<file path="src/ccb_pkg.sv">
package ccb_pkg;

    localparam int MAX_DIMENSION = 1024;
    localparam int CNT_W         = $clog2(MAX_DIMENSION);

    localparam int DIM_W       = 11;
    localparam int COORD_W     = 12;
    localparam int PIXEL_W     = 16;
    localparam int ADDR_W      = 20;
    localparam int CFG_DATA_W  = 16;
    localparam int CFG_INDEX_W = 3;

    // signed destination position: offset plus counter, one bit of headroom
    localparam int POS_W  = ((CNT_W + 1 > COORD_W) ? CNT_W + 1 : COORD_W) + 1;
    localparam int PROD_W = 2 * DIM_W;

    localparam int QUEUE_DEPTH = 4;
    localparam int QPTR_W      = $clog2(QUEUE_DEPTH);
    localparam int QCNT_W      = QPTR_W + 1;

    typedef enum logic [CFG_INDEX_W-1:0] {
        REG_DEST_X       = 3'd0,
        REG_DEST_Y       = 3'd1,
        REG_SRC_WIDTH    = 3'd2,
        REG_SRC_HEIGHT   = 3'd3,
        REG_FB_WIDTH     = 3'd4,
        REG_FB_HEIGHT    = 3'd5,
        REG_KEY_COLOR    = 3'd6,
        REG_SWAP_DISABLE = 3'd7
    } reg_index_t;

    typedef struct packed {
        logic signed [COORD_W-1:0] dest_x;
        logic signed [COORD_W-1:0] dest_y;
        logic [DIM_W-1:0]          src_width;
        logic [DIM_W-1:0]          src_height;
        logic [DIM_W-1:0]          fb_width;
        logic [DIM_W-1:0]          fb_height;
        logic [PIXEL_W-1:0]        key_color;
        logic                      swap_disable;
    } cfg_t;

    localparam cfg_t CFG_RESET = '{
        dest_x:       '0,
        dest_y:       '0,
        src_width:    DIM_W'(1),
        src_height:   DIM_W'(1),
        fb_width:     DIM_W'(160),
        fb_height:    DIM_W'(128),
        key_color:    '0,
        swap_disable: 1'b0
    };

    typedef struct packed {
        logic [DIM_W-1:0]   col;
        logic [DIM_W-1:0]   row;
        logic [PIXEL_W-1:0] color;
    } blit_op_t;

    typedef struct packed {
        logic     valid;
        blit_op_t op;
    } queue_beat_t;

    function automatic logic [PIXEL_W-1:0] swap_bytes(input logic [PIXEL_W-1:0] v);
        return {v[7:0], v[15:8]};
    endfunction

    function automatic logic [DIM_W-1:0] clamp_dim(input logic [DIM_W-1:0] v);
        return (32'(v) > MAX_DIMENSION) ? DIM_W'(MAX_DIMENSION) : v;
    endfunction

endpackage

</file>
<file path="src/ccb_channels.sv">
interface ccb_pixel_if;
    import ccb_pkg::*;

    logic               valid;
    logic               ready;
    logic [PIXEL_W-1:0] pixel;

    modport source (output valid, output pixel, input ready);
    modport sink   (input valid, input pixel, output ready);
endinterface

interface ccb_write_if;
    import ccb_pkg::*;

    logic               valid;
    logic               ready;
    logic [ADDR_W-1:0]  write_address;
    logic [PIXEL_W-1:0] write_color;

    modport source (output valid, output write_address, output write_color, input ready);
    modport sink   (input valid, input write_address, input write_color, output ready);
endinterface

</file>
<file path="src/clipped_color_key_blitter.sv">
// Colour-keyed clipped blitter: takes 16-bit source pixels in raster order, one per clock
// when neither side stalls, and issues a framebuffer write (address, colour) for each pixel
// that lands inside the framebuffer and is not the key colour. Each write passes through a
// queue entry and then the output register; the write stage forms the address with the single
// row-times-stride multiplier. A four-entry queue between the classifying front end and the
// write stage absorbs short stalls of the write side. Registers are to be written only while
// the block is idle, which the block does not enforce; counters keep their place across writes.
module clipped_color_key_blitter (
    input  logic                              clk,
    input  logic                              rst_n,
    input  logic                              write_enable,
    input  logic [ccb_pkg::CFG_INDEX_W-1:0]   write_index,
    input  logic [ccb_pkg::CFG_DATA_W-1:0]    write_data,
    ccb_pixel_if.sink                         pixel_in,
    ccb_write_if.source                       write_out
);
    import ccb_pkg::*;

    cfg_t        cfg_reg;
    cfg_t        cfg_next;
    queue_beat_t push;
    queue_beat_t head;
    logic        queue_full;
    logic        pop;

    always_comb
    begin
        cfg_next = cfg_reg;
        if (write_enable)
        begin
            unique case (reg_index_t'(write_index))
                REG_DEST_X:       cfg_next.dest_x       = write_data[COORD_W-1:0];
                REG_DEST_Y:       cfg_next.dest_y       = write_data[COORD_W-1:0];
                REG_SRC_WIDTH:    cfg_next.src_width    = write_data[DIM_W-1:0];
                REG_SRC_HEIGHT:   cfg_next.src_height   = write_data[DIM_W-1:0];
                REG_FB_WIDTH:     cfg_next.fb_width     = write_data[DIM_W-1:0];
                REG_FB_HEIGHT:    cfg_next.fb_height    = write_data[DIM_W-1:0];
                REG_KEY_COLOR:    cfg_next.key_color    = write_data[PIXEL_W-1:0];
                REG_SWAP_DISABLE: cfg_next.swap_disable = write_data[0];
            endcase
        end
    end

    always_ff @(posedge clk or negedge rst_n)
    begin
        if (!rst_n)
            cfg_reg <= CFG_RESET;
        else
            cfg_reg <= cfg_next;
    end

    ccb_front u_front (
        .clk        (clk),
        .rst_n      (rst_n),
        .cfg        (cfg_reg),
        .pixel_in   (pixel_in),
        .queue_full (queue_full),
        .push       (push)
    );

    ccb_queue u_queue (
        .clk   (clk),
        .rst_n (rst_n),
        .push  (push),
        .full  (queue_full),
        .pop   (pop),
        .head  (head)
    );

    ccb_back u_back (
        .clk       (clk),
        .rst_n     (rst_n),
        .cfg       (cfg_reg),
        .head      (head),
        .pop       (pop),
        .write_out (write_out)
    );

endmodule

</file>
<file path="src/ccb_front.sv">
module ccb_front (
    input  logic                 clk,
    input  logic                 rst_n,
    input  ccb_pkg::cfg_t        cfg,
    ccb_pixel_if.sink            pixel_in,
    input  logic                 queue_full,
    output ccb_pkg::queue_beat_t push
);
    import ccb_pkg::*;

    logic [CNT_W-1:0]        col_reg;
    logic [CNT_W-1:0]        col_next;
    logic [CNT_W-1:0]        row_reg;
    logic [CNT_W-1:0]        row_next;
    logic [CNT_W-1:0]        col_eff;
    logic [CNT_W-1:0]        row_eff;
    logic [CNT_W:0]          col_inc;
    logic [CNT_W:0]          row_inc;
    logic [DIM_W-1:0]        w;
    logic [DIM_W-1:0]        h;
    logic signed [POS_W-1:0] dx;
    logic signed [POS_W-1:0] dy;
    logic                    accept;
    logic                    empty_src;
    logic                    in_frame;
    logic                    keyed;

    assign pixel_in.ready = !queue_full;
    assign accept         = pixel_in.valid && pixel_in.ready;

    always_comb
    begin
        w         = clamp_dim(cfg.src_width);
        h         = clamp_dim(cfg.src_height);
        empty_src = (w == '0) || (h == '0);

        // a counter left beyond the source size by a register write restarts at zero
        col_eff = (32'(col_reg) >= 32'(w)) ? '0 : col_reg;
        row_eff = (32'(row_reg) >= 32'(h)) ? '0 : row_reg;
        col_inc = {1'b0, col_eff} + 1'b1;
        row_inc = {1'b0, row_eff} + 1'b1;

        col_next = col_reg;
        row_next = row_reg;
        if (accept)
        begin
            if (empty_src)
            begin
                col_next = '0;
                row_next = '0;
            end
            else if (32'(col_inc) >= 32'(w))
            begin
                col_next = '0;
                row_next = (32'(row_inc) >= 32'(h)) ? '0 : row_inc[CNT_W-1:0];
            end
            else
            begin
                col_next = col_inc[CNT_W-1:0];
                row_next = row_eff;
            end
        end
    end

    always_comb
    begin
        dx = $signed(POS_W'(cfg.dest_x)) + $signed(POS_W'(col_eff));
        dy = $signed(POS_W'(cfg.dest_y)) + $signed(POS_W'(row_eff));

        in_frame = !dx[POS_W-1] && !dy[POS_W-1]
                   && (dx < $signed(POS_W'(cfg.fb_width)))
                   && (dy < $signed(POS_W'(cfg.fb_height)));
        keyed    = (pixel_in.pixel == swap_bytes(cfg.key_color));

        push.valid    = accept && !empty_src && in_frame && !keyed;
        push.op.col   = dx[DIM_W-1:0];
        push.op.row   = dy[DIM_W-1:0];
        push.op.color = cfg.swap_disable ? pixel_in.pixel : swap_bytes(pixel_in.pixel);
    end

    always_ff @(posedge clk or negedge rst_n)
    begin
        if (!rst_n)
        begin
            col_reg <= '0;
            row_reg <= '0;
        end
        else
        begin
            col_reg <= col_next;
            row_reg <= row_next;
        end
    end

endmodule

</file>
<file path="src/ccb_queue.sv">
module ccb_queue (
    input  logic                 clk,
    input  logic                 rst_n,
    input  ccb_pkg::queue_beat_t push,
    output logic                 full,
    input  logic                 pop,
    output ccb_pkg::queue_beat_t head
);
    import ccb_pkg::*;

    blit_op_t          entry_reg [QUEUE_DEPTH];
    logic [QPTR_W-1:0] wr_ptr_reg;
    logic [QPTR_W-1:0] wr_ptr_next;
    logic [QPTR_W-1:0] rd_ptr_reg;
    logic [QPTR_W-1:0] rd_ptr_next;
    logic [QCNT_W-1:0] count_reg;
    logic [QCNT_W-1:0] count_next;
    logic              do_push;
    logic              do_pop;

    assign full       = (32'(count_reg) == QUEUE_DEPTH);
    assign head.valid = (count_reg != '0);
    assign head.op    = entry_reg[rd_ptr_reg];

    assign do_push = push.valid && !full;
    assign do_pop  = pop && head.valid;

    always_comb
    begin
        wr_ptr_next = do_push ? wr_ptr_reg + 1'b1 : wr_ptr_reg;
        rd_ptr_next = do_pop  ? rd_ptr_reg + 1'b1 : rd_ptr_reg;
        count_next  = count_reg;
        if (do_push && !do_pop)
            count_next = count_reg + 1'b1;
        else if (do_pop && !do_push)
            count_next = count_reg - 1'b1;
    end

    always_ff @(posedge clk or negedge rst_n)
    begin
        if (!rst_n)
        begin
            wr_ptr_reg <= '0;
            rd_ptr_reg <= '0;
            count_reg  <= '0;
        end
        else
        begin
            wr_ptr_reg <= wr_ptr_next;
            rd_ptr_reg <= rd_ptr_next;
            count_reg  <= count_next;
        end
    end

    always_ff @(posedge clk)
    begin
        if (do_push)
            entry_reg[wr_ptr_reg] <= push.op;
    end

`ifndef SYNTHESIS
    assert property (@(posedge clk) disable iff (!rst_n)
        32'(count_reg) <= QUEUE_DEPTH)
        else $error("queue count beyond depth");

    assert property (@(posedge clk) disable iff (!rst_n)
        (do_push && !do_pop) |=> (count_reg == $past(count_reg) + 1'b1))
        else $error("queue count missed a push");

    assert property (@(posedge clk) disable iff (!rst_n)
        (count_reg == '0) |-> (wr_ptr_reg == rd_ptr_reg))
        else $error("queue pointers apart while empty");
`endif

endmodule

</file>
<file path="src/ccb_back.sv">
module ccb_back (
    input  logic                 clk,
    input  logic                 rst_n,
    input  ccb_pkg::cfg_t        cfg,
    input  ccb_pkg::queue_beat_t head,
    output logic                 pop,
    ccb_write_if.source          write_out
);
    import ccb_pkg::*;

    logic               valid_reg;
    logic               valid_next;
    logic [ADDR_W-1:0]  addr_reg;
    logic [PIXEL_W-1:0] color_reg;
    logic [PROD_W-1:0]  addr_full;

    // the output register takes a new beat when empty or being drained
    assign pop        = head.valid && (!valid_reg || write_out.ready);
    assign valid_next = pop ? 1'b1 : (valid_reg && !write_out.ready);

    assign addr_full = PROD_W'(head.op.row) * PROD_W'(cfg.fb_width) + PROD_W'(head.op.col);

    always_ff @(posedge clk or negedge rst_n)
    begin
        if (!rst_n)
            valid_reg <= 1'b0;
        else
            valid_reg <= valid_next;
    end

    always_ff @(posedge clk)
    begin
        if (pop)
        begin
            addr_reg  <= addr_full[ADDR_W-1:0];
            color_reg <= head.op.color;
        end
    end

    assign write_out.valid         = valid_reg;
    assign write_out.write_address = addr_reg;
    assign write_out.write_color   = color_reg;

endmodule

</file>
<file path="src/flat_wrapper.sv">
// flat-port wrapper written by rule: the top's interface ports become plain ports
module clipped_color_key_blitter_flat import ccb_pkg::*;
  (clk, rst_n, write_enable, write_index, write_data, pixel_in_valid, pixel_in_pixel, pixel_in_ready, write_out_valid, write_out_write_address, write_out_write_color, write_out_ready);
  ccb_pixel_if pixel_in_i ();
  ccb_write_if write_out_i ();
  input  logic clk;
  input  logic rst_n;
  input  logic write_enable;
  input  logic [ccb_pkg::CFG_INDEX_W-1:0] write_index;
  input  logic [ccb_pkg::CFG_DATA_W-1:0] write_data;
  input wire logic [$bits(pixel_in_i.valid)-1:0] pixel_in_valid;
  input wire logic [$bits(pixel_in_i.pixel)-1:0] pixel_in_pixel;
  output wire logic [$bits(pixel_in_i.ready)-1:0] pixel_in_ready;
  output wire logic [$bits(write_out_i.valid)-1:0] write_out_valid;
  output wire logic [$bits(write_out_i.write_address)-1:0] write_out_write_address;
  output wire logic [$bits(write_out_i.write_color)-1:0] write_out_write_color;
  input wire logic [$bits(write_out_i.ready)-1:0] write_out_ready;
  assign pixel_in_i.valid = pixel_in_valid;
  assign pixel_in_i.pixel = pixel_in_pixel;
  assign pixel_in_ready = pixel_in_i.ready;
  assign write_out_valid = write_out_i.valid;
  assign write_out_write_address = write_out_i.write_address;
  assign write_out_write_color = write_out_i.write_color;
  assign write_out_i.ready = write_out_ready;
  clipped_color_key_blitter u_core (.clk(clk), .rst_n(rst_n), .write_enable(write_enable), .write_index(write_index), .write_data(write_data), .pixel_in(pixel_in_i), .write_out(write_out_i));
endmodule
</file>
<file path="config.mk">
export PLATFORM = sky130hd
export DESIGN_NAME = clipped_color_key_blitter_flat
export DESIGN_NICKNAME = d
export VERILOG_FILES = /design/src/ccb_pkg.sv /design/src/ccb_channels.sv /design/src/clipped_color_key_blitter.sv /design/src/ccb_front.sv /design/src/ccb_queue.sv /design/src/ccb_back.sv /design/src/flat_wrapper.sv
export SDC_FILE = /design/constraint.sdc
export NUM_CORES = 1
export LEC_CHECK = 0
export BUFFER_PORTS_ARGS = -buffer_cell sky130_fd_sc_hd__buf_2
export CELL_PAD_IN_SITES_DETAIL_PLACEMENT = 0
export CELL_PAD_IN_SITES_GLOBAL_PLACEMENT = 1
export CORE_ASPECT_RATIO = 0.6
export CORE_MARGIN = 3
export CORE_UTILIZATION = 38
export CTS_CLUSTER_DIAMETER = 200
export DETAILED_ROUTE_END_ITERATION = 8
export GPL_TIMING_DRIVEN = 0
export PLACE_DENSITY = 0.7
export SYNTH_ARGS = -nofsm -noshare
export SYNTH_HDL_FRONTEND = slang
export SYNTH_SLANG_ARGS = --single-unit
</file>
<file path="constraint.sdc">
create_clock -name clk -period 10.22 [get_ports clk]
set_input_delay 1.022 -clock clk [delete_from_list [all_inputs] [get_ports clk]]
set_output_delay 1.022 -clock clk [all_outputs]
set_load 0.05 [all_outputs]
</file>
==> metrics.txt <==
# TYPE chip_impl_metric gauge
chip_impl_metric{name="syn_nets",unit=""} 1731
chip_impl_metric{name="hpwlAfterDp",unit="um"} 33800
chip_impl_metric{name="max-cap-violations",unit=""} 0
chip_impl_metric{name="post_cts_repair_setup_buffers",unit=""} 0
chip_impl_info{name="root_buffer",value="clkbuf_16"} 1
chip_impl_metric{name="cts_hold_buf",unit=""} 0
chip_impl_metric{name="grt_first_pass_wirelength",unit="um"} 71100
chip_impl_metric{name="ys_types",unit=""} 72
chip_impl_metric{name="layout-drive-gt1-share",unit="%"} 18.5
chip_impl_metric{name="synth_top_area_share",unit="%"} 30.8
chip_impl_metric{name="synth_instances",unit=""} 1458
chip_impl_metric{name="antenna_found_initial",unit=""} 8
chip_impl_metric{name="wl_per_cell",unit="um"} 20.3
chip_impl_metric{name="critical-path-max-stage-delay",unit="ps"} 780
chip_impl_info{name="crit_path_start_kind",value="register"} 1
chip_impl_metric{name="rows",unit=""} 61
chip_impl_metric{name="min_period_over_period",unit="%"} 75.5
chip_impl_metric{name="final_antenna_net_count",unit=""} 0
chip_impl_info{name="setup_repair_after_global_routing_missed_its_margin",value="no"} 1
chip_impl_metric{name="detailedRoute.firstIterationViolations",unit=""} 935
chip_impl_metric{name="n_antenna_cell",unit=""} 0
chip_impl_metric{name="io_pins",unit=""} 78
chip_impl_metric{name="worst-endpoint-required",unit="ps"} 10740
chip_impl_metric{name="cp.arrival",unit="ps"} 8240
chip_impl_info{name="synth_largest_area_cell",value="edfxtp_1"} 1
chip_impl_metric{name="placement.io_buffers",unit=""} 75
chip_impl_info{name="holdCritPathClass",value="in -> async"} 1
chip_impl_metric{name="clkSlewWorstSetupHoldPaths",unit="ps"} 70
chip_impl_metric{name="synth_sequential_area_ratio",unit="%"} 46.3
chip_impl_metric{name="fin_worst_hold_slack",unit="ps"} 283
chip_impl_metric{name="grt_max_degree",unit=""} 91
chip_impl_metric{name="cts_repair_resize_count",unit=""} 0
chip_impl_metric{name="via_per_inst",unit=""} 5.23
chip_impl_info{name="status",value="finished, final reports clean"} 1
chip_impl_metric{name="synth_edf_count",unit=""} 188
chip_impl_metric{name="cp_num_buf_inv",unit=""} 5
chip_impl_metric{name="grt_overflow",unit=""} 0
chip_impl_metric{name="num_vias",unit=""} 11600
chip_impl_metric{name="synth-async-reset-ratio",unit="%"} 37.5
chip_impl_metric{name="htree_num_levels",unit=""} 1
chip_impl_info{name="critical_path_class",value="reg -> reg"} 1
chip_impl_metric{name="mappedNetlistArea",unit="um2"} 18300
chip_impl_metric{name="coreArea",unit="um2"} 46900
chip_impl_metric{name="largest_register_ffs",unit=""} 152
chip_impl_info{name="critPathSlowestCell",value="a31oi_1"} 1
chip_impl_metric{name="syn2layout_area_growth",unit="%"} 13.3
chip_impl_metric{name="fp.dieH",unit="um"} 176
chip_impl_info{name="crit-reg2reg-launch",value="u_core.cfg_reg[60]"} 1
chip_impl_metric{name="worst-slew-pin-transition",unit="ps"} 1030
chip_impl_info{name="critPathMostFrequentCell",value="ha_1"} 1
chip_impl_metric{name="timing.final.setup_violations",unit=""} 0
chip_impl_info{name="tritoncts",value="yes"} 1
chip_impl_metric{name="die-width",unit="um"} 289
chip_impl_metric{name="clock_path_buffers",unit=""} 3
chip_impl_metric{name="setup_tns",unit="ps"} 0
chip_impl_metric{name="slew_headroom",unit="%"} 31.3
chip_impl_metric{name="ys_seq_elements",unit=""} 301
chip_impl_info{name="cp_launch_point",value="u_core.cfg_reg[60]"} 1
chip_impl_metric{name="cts_sinks",unit=""} 301
chip_impl_metric{name="timing.final.crit_period",unit="ps"} 7720
chip_impl_metric{name="synth_area_per_cell",unit="um2"} 12.6
chip_impl_info{name="synth.area.top_cells",value="edfxtp_1, dfrtp_1, fa_1, ha_1, mux2_2"} 1
chip_impl_metric{name="skew",unit="ps"} 12.7
chip_impl_info{name="critPathTopFamily",value="compound AO/OA/AOI/OAI gates"} 1
chip_impl_metric{name="f_max",unit="GHz"} 0.130
chip_impl_metric{name="start_util",unit="%"} 39.0
chip_impl_metric{name="synth.yosys.warnings",unit=""} 0
chip_impl_metric{name="timing_max_transition_violations_final",unit=""} 0
chip_impl_metric{name="worst-path-max-fanout",unit=""} 10
chip_impl_metric{name="clk-insertion-delay-late",unit="ps"} 590
chip_impl_metric{name="tritoncts.num_buffers",unit=""} 31
chip_impl_metric{name="first_global_vias",unit=""} 11900
chip_impl_metric{name="grt_use_total",unit="%"} 18.2
chip_impl_metric{name="finish.net_count",unit=""} 1845
chip_impl_metric{name="placer_s_final_routability_congestion_estimate",unit=""} 0.872
chip_impl_metric{name="drc_errors",unit=""} 0
chip_impl_metric{name="design.die.area",unit="um2"} 51000
chip_impl_info{name="main_flop_type_after_synthesis",value="edfxtp_1"} 1
chip_impl_metric{name="report.final.hold_viol_count",unit=""} 0
chip_impl_metric{name="drt_pre_antenna_iters",unit=""} 5
chip_impl_metric{name="postRouteWirelength",unit="um"} 45100
chip_impl_info{name="critPathCaptureType",value="register"} 1
worst reg2reg max path, delay by kind of cell (launching register included):
family | cells | cell delay [ps]
AOI/OAI and AO/OA | 6 | 2170
and+or+nand+nor | 8 | 1630
adders and majority gates | 5 | 1460
buffers and inverters | 5 | 1280
xor gates and xnor gates | 3 | 760
DFF | 1 | 380
cells by family after synthesis:
kind of cell	Yosys count	share of synthesized area, %
flops	301	46.3
xor+xnor	68	3.25
simple gates	347	9.40
mux	128	10.2
buf+inv	214	4.44
fa+ha+maj	233	19.7
compound gates	167	6.71
path summary, 6_finish.rpt:
path,endpoint,slack (ps),cells past startpoint
setup / recovery,u_core.u_queue.count_reg[2],2500,27
hold / removal,u_core.cfg_reg[7],280,1
setup reg to reg,u_core.u_queue.count_reg[2],2500,27
hold reg to reg,u_core.u_queue.count_reg[2],500,1
max in group asynchronous,u_core.cfg_reg[33],9160,2
min in group clk,u_core.u_queue.count_reg[2],500,1
stage by stage:
step	instances	utilization, %	setup WS, ps	area [um2]
2_1_floorplan	1458	-	3430	18300
3_3_place_gp	2163	41.5	606	19500
3_5_place_dp	2169	41.9	2600	19700
4_1_cts	2226	44.2	2550	20800
5_1_grt	2226	44.2	1860	20800
6_report	2226	44.2	2500	20800
layout by cell type (no fill, tap or decap), drive strengths merged, types with 13 or more instances in the layout:
master  count
mux2       89
fa         93
a21oi      30
and2       46
mux4       38
ha        140
nor2       52
nor3       15
inv       168
o21a       14
nor2b      24
a21o       13
xnor2      36
xor2       32
buf        92
clkbuf     71
nand3      23
o21ai      40
a211oi     13
dfrtp     108
edfxtp    188
nand2     133
synthesized netlist by cell type (10+ instances only):
master and count:
edfxtp_1 188, inv_1 166, ha_1 140, nand2_1 133
dfrtp_1 108, fa_1 93, mux2_2 82, nor2_1 51
and2_1 46, mux4_2 38, clkbuf_1 37, xnor2_1 36
o21ai_0 34, xor2_1 32, a21oi_1 30, nor2b_1 24
nand3_1 23, o21a_1 14, a21o_1 13, nor3_1 13
a211oi_1 12, nand2b_1 10
metal layers:
layer	share of wire [%]	vias up	track usage, %
met4	1.8	6	3.36
met3	6.9	56	3.92
met2	40	327	25.6
met1	51	5895	28.9
li1	-	5363	-
met5	0.067	-	0
cell type report:
class	count	area, um2
inverters	166	623
well taps	630	788
clock buffers	34	807
flip-flops and latches	301	8480
plain buffers	48	190
fillers	4324	26200
multi-input cells	943	9070
clock inverters	23	293
repair buffers	81	509
Power is not shown: default switching activity piles up to over one toggle a cycle in this logic, so the estimate is an artifact.
